## config.mk

```make
export PLATFORM = sky130hd
export DESIGN_NAME = sensor_report_ascii_framer_unit
export DESIGN_NICKNAME = d
export VERILOG_FILES = /design/src/srafr_pkg.sv /design/src/srafr_digit.sv /design/src/srafr_cell.sv /design/src/sensor_report_ascii_framer_unit.sv
export SDC_FILE = /design/constraint.sdc
export NUM_CORES = 1
export LEC_CHECK = 0
export BUFFER_PORTS_ARGS = -buffer_cell sky130_fd_sc_hd__buf_2
export CAP_MARGIN = 40
export CORE_UTILIZATION = 33
export DETAILED_ROUTE_END_ITERATION = 12
export SETUP_SLACK_MARGIN = 0.05
export SLEW_MARGIN = 15
export SYNTH_ARGS = -nofsm -noshare
export SYNTH_HDL_FRONTEND = slang
export SYNTH_SLANG_ARGS = --single-unit
```

## constraint.sdc

```tcl
create_clock -name i_clk -period 12.3 [get_ports i_clk]
set_input_delay 2.46 -clock i_clk [delete_from_list [all_inputs] [get_ports i_clk]]
set_output_delay 2.46 -clock i_clk [all_outputs]
set_load 0.03 [all_outputs]
```

## src/srafr_pkg.sv

```systemverilog
`timescale 1ns / 1ps
package srafr_pkg;

    localparam int FrameLen = 17;
    localparam int CountW   = $clog2(FrameLen + 1);
    localparam int HeadLen  = 5;
    localparam int TailLen  = 2;

    typedef logic [7:0] t_char;

    // One frame byte as it sits in a cell of the output chain.
    typedef struct packed {
        logic  last;
        t_char data;
    } t_beat;

    localparam t_char AsciiZero = 8'h30;

    // "smart" and "ok"
    localparam t_char HeadChars [HeadLen] = '{8'h73, 8'h6D, 8'h61, 8'h72, 8'h74};
    localparam t_char TailChars [TailLen] = '{8'h6F, 8'h6B};

endpackage

```

## src/srafr_digit.sv

```systemverilog
`timescale 1ns / 1ps
module srafr_digit (
    input  srafr_pkg::t_char i_value,
    output srafr_pkg::t_char o_tens,
    output srafr_pkg::t_char o_ones
);
    import srafr_pkg::*;

    logic [15:0] w_prod;
    logic [4:0]  w_quot;
    logic [7:0]  w_quot10;
    logic [7:0]  w_ones;
    logic [4:0]  w_tens;

    // x / 10 for 8-bit x: (x * 205) >> 11 is exact over the whole range
    assign w_prod   = {8'd0, i_value} * 16'd205;
    assign w_quot   = w_prod[15:11];
    assign w_quot10 = {w_quot, 3'b000} + {2'b00, w_quot, 1'b0};
    assign w_ones   = i_value - w_quot10;

    // quotient is at most 25: drop the hundreds by subtracting twenty or ten
    always_comb begin
        if (w_quot >= 5'd20) begin
            w_tens = w_quot - 5'd20;
        end else if (w_quot >= 5'd10) begin
            w_tens = w_quot - 5'd10;
        end else begin
            w_tens = w_quot;
        end
    end

    assign o_tens = AsciiZero + {3'b000, w_tens};
    assign o_ones = AsciiZero + {4'b0000, w_ones[3:0]};

endmodule

```

## src/srafr_cell.sv

```systemverilog
`timescale 1ns / 1ps
module srafr_cell (
    input  logic             i_clk,
    input  logic             i_load,
    input  logic             i_shift,
    input  srafr_pkg::t_beat i_load_beat,
    input  srafr_pkg::t_beat i_next_beat,
    output srafr_pkg::t_beat o_beat
);
    import srafr_pkg::*;

    t_beat r_beat;
    t_beat n_beat;

    // load a fresh frame byte, or take the neighbour's byte on a shift
    always_comb begin
        n_beat = r_beat;
        if (i_load) begin
            n_beat = i_load_beat;
        end else if (i_shift) begin
            n_beat = i_next_beat;
        end
    end

    always_ff @(posedge i_clk) begin
        r_beat <= n_beat;
    end

    assign o_beat = r_beat;

endmodule

```

## src/sensor_report_ascii_framer_unit.sv

```systemverilog
`timescale 1ns / 1ps
// Sensor report ASCII framer.
// Input channel (s_axis_*): one transfer carries one report of six 8-bit
// readings. Output channel (m_axis_*): seventeen byte transfers per report,
// "smart", the tens and ones digits of temperature, humidity, smoke and
// danger level, the ones digit of danger kind and valve state, then "ok".
// m_axis_tlast marks the seventeenth byte.
// The frame is built in one go when a report is taken and loaded into a
// chain of seventeen byte cells; the head cell drives the output, and every
// output transfer moves each byte one cell towards the head.
// The first byte is offered in the cycle after the report transfer.
// A report holds the chain until all its bytes leave on the one-byte output channel.
// A new report is taken in the same cycle as the final byte leaves, so an
// unstalled receiver sees a gapless byte stream.
// When the receiver stalls, the chain holds and s_axis_tready stays low
// until the last byte of the current frame goes.
// Reset (synchronous, active low) empties the chain; no output is valid and
// the input is ready straight after.
module sensor_report_ascii_framer_unit (
    input  logic        i_clk,
    input  logic        i_rst_n,
    input  logic        s_axis_tvalid,
    output logic        s_axis_tready,
    // [7:0] temperature_value, [15:8] humidity_value, [23:16] smoke_value,
    // [31:24] danger_level, [39:32] danger_kind, [47:40] valve_state
    input  logic [47:0] s_axis_tdata,
    output logic        m_axis_tvalid,
    input  logic        m_axis_tready,
    // [7:0] frame_byte
    output logic [7:0]  m_axis_tdata,
    // last_byte
    output logic        m_axis_tlast
);
    import srafr_pkg::*;

    localparam int NumReadings = 6;

    logic [CountW-1:0] r_count;
    logic [CountW-1:0] n_count;
    logic              w_in_xfer;
    logic              w_out_xfer;

    t_char w_tens [NumReadings];
    t_char w_ones [NumReadings];
    t_beat w_load [FrameLen];
    t_beat w_cell [FrameLen + 1];

    // Digit conversion of each reading; only the first four send their tens.
    for (genvar k = 0; k < NumReadings; k++) begin : g_digit
        srafr_digit u_digit (
            .i_value (s_axis_tdata[8*k +: 8]),
            .o_tens  (w_tens[k]),
            .o_ones  (w_ones[k])
        );
    end

    // Assemble the frame in transfer order.
    always_comb begin
        for (int j = 0; j < FrameLen; j++) begin
            w_load[j].last = 1'b0;
        end
        for (int j = 0; j < HeadLen; j++) begin
            w_load[j].data = HeadChars[j];
        end
        for (int j = 0; j < 4; j++) begin
            w_load[HeadLen + 2*j].data     = w_tens[j];
            w_load[HeadLen + 2*j + 1].data = w_ones[j];
        end
        w_load[HeadLen + 8].data  = w_ones[4];
        w_load[HeadLen + 9].data  = w_ones[5];
        w_load[HeadLen + 10].data = TailChars[0];
        w_load[HeadLen + 11].data = TailChars[1];
        w_load[FrameLen-1].last   = 1'b1;
    end

    // Chain of byte cells; the cell past the tail feeds in nothing.
    assign w_cell[FrameLen] = '0;

    for (genvar c = 0; c < FrameLen; c++) begin : g_cell
        srafr_cell u_cell (
            .i_clk       (i_clk),
            .i_load      (w_in_xfer),
            .i_shift     (w_out_xfer),
            .i_load_beat (w_load[c]),
            .i_next_beat (w_cell[c+1]),
            .o_beat      (w_cell[c])
        );
    end

    // Handshakes: accept a report when the chain is empty or its final byte
    // leaves in this cycle.
    assign m_axis_tvalid = (r_count != '0);
    assign s_axis_tready = (r_count == '0)
                        || ((r_count == CountW'(1)) && m_axis_tready);
    assign w_in_xfer     = s_axis_tvalid && s_axis_tready;
    assign w_out_xfer    = m_axis_tvalid && m_axis_tready;

    assign m_axis_tdata  = w_cell[0].data;
    assign m_axis_tlast  = w_cell[0].last;

    // Bytes left in the chain: reload to a full frame, count down per byte.
    always_comb begin
        n_count = r_count;
        if (w_in_xfer) begin
            n_count = CountW'(FrameLen);
        end else if (w_out_xfer) begin
            n_count = r_count - CountW'(1);
        end
    end

    always_ff @(posedge i_clk) begin
        if (!i_rst_n) begin
            r_count <= '0;
        end else begin
            r_count <= n_count;
        end
    end

endmodule

```

==> impl_metrics.yaml, run 1 <==
status:
  status: "finished, final reports clean"
job:
  drv_cap: 0
synth:
  syn_inst: 1265
  synth_top_family_by_area: "adder cells"
  muxShareOfSynthArea_pct: 0.347
  synthTopCellsByCount: "ha_1, nand2_1, inv_1, edfxtp_1, a21oi_1"
  synth_xor_area_share_pct: 6.03
  synthArstFlopShare_pct: 0
  synth_compound_area_share_pct: 11.1
  synth_area_um2: 12300
  syn_nets: 1652
  synth_adder_area_share_pct: 37.7
  synth.top_cell.area_share_pct: 28.3
  synth_area_leader_cell: "ha_1"
  ys.flop_type: "edfxtp_1"
  yosys.area_share.simple_pct: 12.8
  synth_area_leaders: "ha_1, edfxtp_1, dfxtp_1, fa_1, nand2_1"
  yosys_warnings: 0
  yosysUniqueCellTypes: 78
  synth.avg_cell_area_um2: 9.70
  synth_edf_count: 70
  seq_area_frac_synth_pct: 26.6
  ys_seq_elements: 128
  yosysMostFrequentCell: "ha_1"
clocking:
  cts_resized: 0
  cts-buffers-inserted: 17
  htreeDepth: 4
  ctsHoldBuffers: 0
  clk_latency_ns: 0.41
  clk_pin_slew_ns: 0.06
  ctsLongestPathBuffers: 2
  cts_tree: "built"
  root_buffer: "clkbuf_16"
  post_cts_buffers: 0
  cts.sink_count: 128
worst_setup_path:
  ff2ff_path_depth: 8
  worstSetupPathType: "input pin to flip-flop"
  crit_path_end_kind: "flip-flop"
  path_max_fanout: 6
  crit_top_cell: "ha_1"
  required_ns: 12.45
  slowest_delay_ns: 0.53
  ff2ff_setup_slack_ns: 9.13
  startpoint_type: "input pin"
  slowest_stage: "fa_1"
  worstPathArrival_ns: 7.28
  regToRegEndpoint: "g_cell[7].u_cell.o_beat[5]"
  crit_chain: "buf_2, ha_1, xor2_1, ha_1, fa_1, inv_1, fa_1, inv_1, ha_1, a21o_1, a211o_1, a2111o_1, nand2_2, xnor2_1, inv_2, ha_1, a21o_1, mux2_2, a211oi_2, nor2_1"
  r2r_start: "r_count[2]"
timing:
  worst_pin_slew_ns: 0.807
  setup_tns_ns: 0
  clock_skew_ns: 0.0112
  fin_crit_sh_pct: 58.0
  fin_crit_ns: 7.13
  setup_viol: 0
  hold_ws_ns: 0.442
  timing.slew.headroom_pct: 45.8
  drv_slew: 0
  hold_viol_final: 0
  rsz0062_at_grt: "no"
  max_freq_ghz: 0.140
floorplanning:
  dieArea_um2: 37900
  die_height_um: 195
  io_pins: 63
  core_area_um2: 36600
  rows: 70
  start_util_pct: 33.5
  fp.dieW_um: 195
placement:
  post-dp-hpwl_um: 18400
  placement.io_buffers: 61
  gp_congestion: 0.885
global_routing:
  grt_max_degree: 64
  grt_pass1_vias: 8715
  gr-total-overflow: 0
  grt_use_total_pct: 12.6
  antenna_found_initial: 0
  grt_pass1_wl_um: 39900
worst_hold_path:
  min_to: "g_cell[0].u_cell.o_beat[2]"
  hold_path_depth: 2
  holdCritPathClass: "flip-flop to flip-flop"
  min-delay-start: "g_cell[1].u_cell.o_beat[2]"
cells_and_area:
  syn2layout_area_growth_pct: 11.7
  layout-drive-gt1-share_pct: 9.65
  num_antenna_cells: 0
  fin_nets: 1700
routing:
  routed_wl_um: 22800
  viasPerCell: 4.86
  drt_iter0_markers: 384
  drt_pass1_iterations: 4
  drtAntennaViolNets: 0
  drcViolationCount: 0
  wire_per_inst_um: 12.7
  vias: 8718
power_and_ir_drop:
  ir_worst_vdd_uv: 154
  p_leak_nw: 6.69
  pwr_density_cell_nw_per_um2: 220
==> cells in the final DEF (no fill, tap or decap), types with 4 or more instances in the layout <==
master     count
xnor2_1       33
nand4_1        6
buf_4          4
and3_1        10
o21ai_0       39
buf_2         61
edfxtp_1      70
clkinv_4       6
fa_1          58
or4_1          4
ha_1         277
a31oi_1        5
xor2_1        40
o21ai_1        7
o21bai_1       5
nor2_1        33
o21a_1         8
clkbuf_16     19
and2_1        13
o211ai_1       8
a21oi_1       69
nor2b_1        5
dfxtp_1       58
nand3_1       35
nand2b_1      14
nor3_1        15
nor3b_1        5
a31o_2         4
a21o_1        19
inv_1        132
nand2_1      175
==> final cells by class <==
cell class,instances,area (µm²)
fill,3661,22900
multi-input combinational,965,8360
sequential,128,3260
tap,468,586
inverter,134,503
clock buffer,21,485
timing repair buffer,67,390
clock inverter,11,105
==> how the worst max path moves through the flow <==
| stage | startpoint | endpoint |
|---|---|---|
| detailed placement | s_axis_tdata[25] | g_cell[11].u_cell.o_beat[4] |
| global placement | s_axis_tdata[25] | g_cell[11].u_cell.o_beat[4] |
| finish | s_axis_tdata[25] | g_cell[11].u_cell.o_beat[4] |
| CTS | s_axis_tdata[25] | g_cell[11].u_cell.o_beat[5] |
| floorplan | s_axis_tdata[25] | g_cell[11].u_cell.o_beat[4] |
| global route | s_axis_tdata[17] | g_cell[10].u_cell.o_beat[3] |
==> stage by stage <==
step	instance area, µm²	setup WS (ns)	power (W)	util (%)	cells
2_1_floorplan	12300	5.13	0.00215	-	1265
3_3_place_gp	13100	4.81	0.00249	35.6	1760
3_5_place_dp	13100	4.75	0.00256	35.8	1762
4_1_cts	13700	5.17	0.00307	37.4	1794
5_1_grt	13700	4.81	0.00334	37.4	1794
6_report	13700	5.17	0.00302	37.4	1794
==> worst max-delay path, delay by kind of cell <==
kind,cells,cell delay [ns]
mux,1,0.27
xor+xnor,2,0.31
buf+inv,4,0.33
compound gates,5,1.51
fa+ha+maj,6,2.20
simple gates,2,0.21
==> per-layer routing <==
metal  up-vias  GRT usage (%)  share of wire [%]
met5         -              0                  0
met4         0           2.68               0.84
met3        13           1.65                2.2
met2        69           22.1                 49
met1      4142           16.3                 48
li1       4494              -                  -
==> cells by family after synthesis <==
kind of cell    count (synthesis)
simple gates                  339
fa+ha+maj                     335
compound gates                208
buf+inv                       172
flops                         128
xor+xnor                       78
mux                             4
other cells                     1
==> sequential cells by signal, indices dropped and copies added (netlist names) <==
name,cells
g_cell.u_cell.o_beat,123
r_count,5
==> power breakdown <==
| group | internal, W | switching (W) |
|---|---|---|
| sequential | 0.000754 | 0.0000682 |
| clock | 0.000304 | 0.000187 |
| combinational | 0.000697 | 0.00101 |
| total | 0.00176 | 0.00126 |
(Power assumes the default switching activity.)
==> inputs of run 2 (changes only) <==
ABC_AREA = 1   (was unset)
clock period = 5.8 ns   (was 12.3 ns; I/O delays follow)
==> impl_metrics.yaml, run 2 <==
placement:
  dp_slack_ns: 0.441
  gp_congestion: 0.868
  post-dp-hpwl_um: 20500
  dpl.cell_count: 2098
  placement.io_buffers: 61
worst_hold_path:
  holdCritPathClass: "flip-flop to flip-flop"
  hold_path_depth: 2
  min_to: "g_cell[4].u_cell.o_beat[0]"
  min-delay-start: "g_cell[5].u_cell.o_beat[0]"
clocking:
  htreeDepth: 4
  cts_tree: "built"
  cts.sink_count: 128
  ctsHoldBuffers: 0
  ctsLongestPathBuffers: 2
  cts_resized: 0
  cts-buffers-inserted: 17
  clk_latency_ns: 0.41
  post_cts_buffers: 0
  clk_pin_slew_ns: 0.06
  root_buffer: "clkbuf_16"
worst_setup_path:
  worstSetupPathType: "input pin to flip-flop"
  slowest_stage: "fa_1"
  r2r_start: "r_count[1]"
  required_ns: 5.97
  crit_top_cell: "inv_1"
  worstPathArrival_ns: 5.10
  crit_path_end_kind: "flip-flop"
  crit_chain: "buf_2, ha_1, inv_1, fa_1, inv_1, fa_1, inv_1, fa_1, inv_1, ha_1, a21oi_1, o21ai_0, inv_1, nand2_1, a21oi_1, xnor2_1, ha_1, nand2_1, nand3_1, nand2_1, nand3_1, nand3_1, nand2_1"
  path_delay_family: "adder cells"
  ff2ff_path_depth: 11
  path_max_fanout: 3
  regToRegEndpoint: "g_cell[14].u_cell.o_beat[8]"
  slowest_delay_ns: 0.53
  startpoint_type: "input pin"
  ff2ff_setup_slack_ns: 2.84
  critPathBufInv: 6
status:
  status: "finished, final reports clean"
floorplanning:
  core_area_um2: 38000
  dieArea_um2: 39800
  io_pins: 63
  start_util_pct: 33.8
  die_height_um: 199
  rows: 71
  fp.dieW_um: 199
routing:
  drt_iter0_markers: 313
  drtAntennaViolNets: 0
  routed_wl_um: 24800
  drt_pass1_iterations: 5
  viasPerCell: 4.61
  vias: 9807
  wire_per_inst_um: 11.7
  drcViolationCount: 0
synth:
  yosysUniqueCellTypes: 44
  synth.avg_cell_area_um2: 8.33
  yosys_warnings: 0
  synth_area_um2: 12900
  yosysMostFrequentCell: "nand2_1"
  synthTopCellsByCount: "nand2_1, ha_1, inv_1, nand3_1, edfxtp_1"
  ys_seq_elements: 128
  synth.top_cell.area_share_pct: 26.9
  synth_edf_count: 70
  syn_inst: 1544
  synth_area_leaders: "ha_1, edfxtp_1, nand2_1, dfxtp_1, fa_1"
  syn_nets: 1931
  synth_area_leader_cell: "ha_1"
  seq_area_frac_synth_pct: 25.4
  synthArstFlopShare_pct: 0
  ys.flop_type: "edfxtp_1"
timing:
  clock_skew_ns: 0.0105
  timing.slew.headroom_pct: 48.7
  setup_tns_ns: 0
  max_freq_ghz: 0.203
  rsz0062_at_grt: "no"
  setup_viol: 0
  drv_slew: 0
  fin_crit_sh_pct: 85.1
  setup_slack_ns: 0.866
  worst_pin_slew_ns: 0.769
  hold_viol_final: 0
  fin_crit_ns: 4.93
  hold_ws_ns: 0.446
cells_and_area:
  final_cell_mix: "nand2_1, ha_1, inv_1"
  seq_area_um2: 3260
  final_cells: 2129
  largest_register_ffs: 123
  fin_nets: 1993
  syn2layout_area_growth_pct: 11.7
  layout-drive-gt1-share_pct: 8.47
  fin_util_pct: 37.8
  multi_input_area_um2: 8480
  num_antenna_cells: 0
  fillers: 3979
  mostFrequentLayoutCell: "nand2_1"
power_and_ir_drop:
  ir_worst_vdd_uv: 341
  p_leak_nw: 7.74
  pwr_density_cell_nw_per_um2: 458
global_routing:
  grt_pass1_vias: 9737
  grt_max_degree: 80
  grt_use_total_pct: 13.2
  gr-total-overflow: 0
  antenna_found_initial: 0
  grt_pass1_wl_um: 43400
job:
  drv_cap: 0
run 2: how the worst max path moves through the flow:
| stage | startpoint | to | slack, ns | cells past startpoint |
|---|---|---|---|---|
| detailed placement | s_axis_tdata[46] | g_cell[14].u_cell.o_beat[3] | 0.44 | 23 |
| global route | s_axis_tdata[9] | g_cell[8].u_cell.o_beat[3] | 0.52 | 23 |
| floorplan | s_axis_tdata[45] | g_cell[14].u_cell.o_beat[3] | 0.81 | 22 |
| global placement | s_axis_tdata[45] | g_cell[14].u_cell.o_beat[3] | 0.52 | 23 |
| finish | s_axis_tdata[46] | g_cell[14].u_cell.o_beat[3] | 0.87 | 23 |
| CTS | s_axis_tdata[46] | g_cell[14].u_cell.o_beat[3] | 0.87 | 23 |
run 2: worst register-to-register path, cell delays in order (launching register included):
cell     delay, ns
dfxtp_1       0.38
inv_1         0.10
ha_1          0.18
nand2_1       0.05
inv_1         0.04
o21ai_1       0.17
inv_1         0.13
nand2_2       0.11
buf_4         0.59
nand2_4       0.49
buf_4         0.43
o22ai_1       0.22
run 2: cells by family (layout without fill, tap and decap cells):
family                   count (synthesis)  in the layout  share of synthesized area [%]
adder cells (fa/ha/maj)                335            335                           36.0
flip-flops                             128            128                           25.4
other                                    1              1                         0.0291
AND/OR/NAND/NOR                        584            584                           19.4
XOR/XNOR                                51             51                           3.47
buffers and inverters                  295            369                           8.77
AO/OA/AOI/OAI                          150            150                           7.01
run 2: cell type report:
| cell class | instances | area share, % |
|---|---|---|
| Multi-Input combinational cell | 1121 | 59.0 |
| Sequential cell | 128 | 22.7 |
| Inverter | 273 | 7.13 |
| Tap cell | 511 | 4.45 |
| Clock buffer | 23 | 3.77 |
| Timing Repair Buffer | 65 | 2.33 |
| Clock inverter | 8 | 0.601 |
run 2: layer usage:
metal  wire (µm)  vias up  share of wire (%)  global-route usage (%)
met5           0        -                  0                       0
met4         143        0               0.58                    2.15
met3         550       11                2.2                    1.91
met2       12200       91                 49                    23.4
met1       11900     4540                 48                    17.1
li1            -     5165                  -                       -
run 2: metrics by stage:
stage / cell area [µm²] / power (W)
floorplan: 12900 / 0.00469
global placement: 13700 / 0.00547
detailed placement: 13700 / 0.00555
CTS: 14400 / 0.00668
global route: 14400 / 0.00734
finish: 14400 / 0.00659
run 2: where the power goes:
group	total, W	internal [W]	switching (W)
sequential	0.00170	0.00159	0.000109
clock	0.00110	0.000704	0.000392
combinational	0.00379	0.00135	0.00244
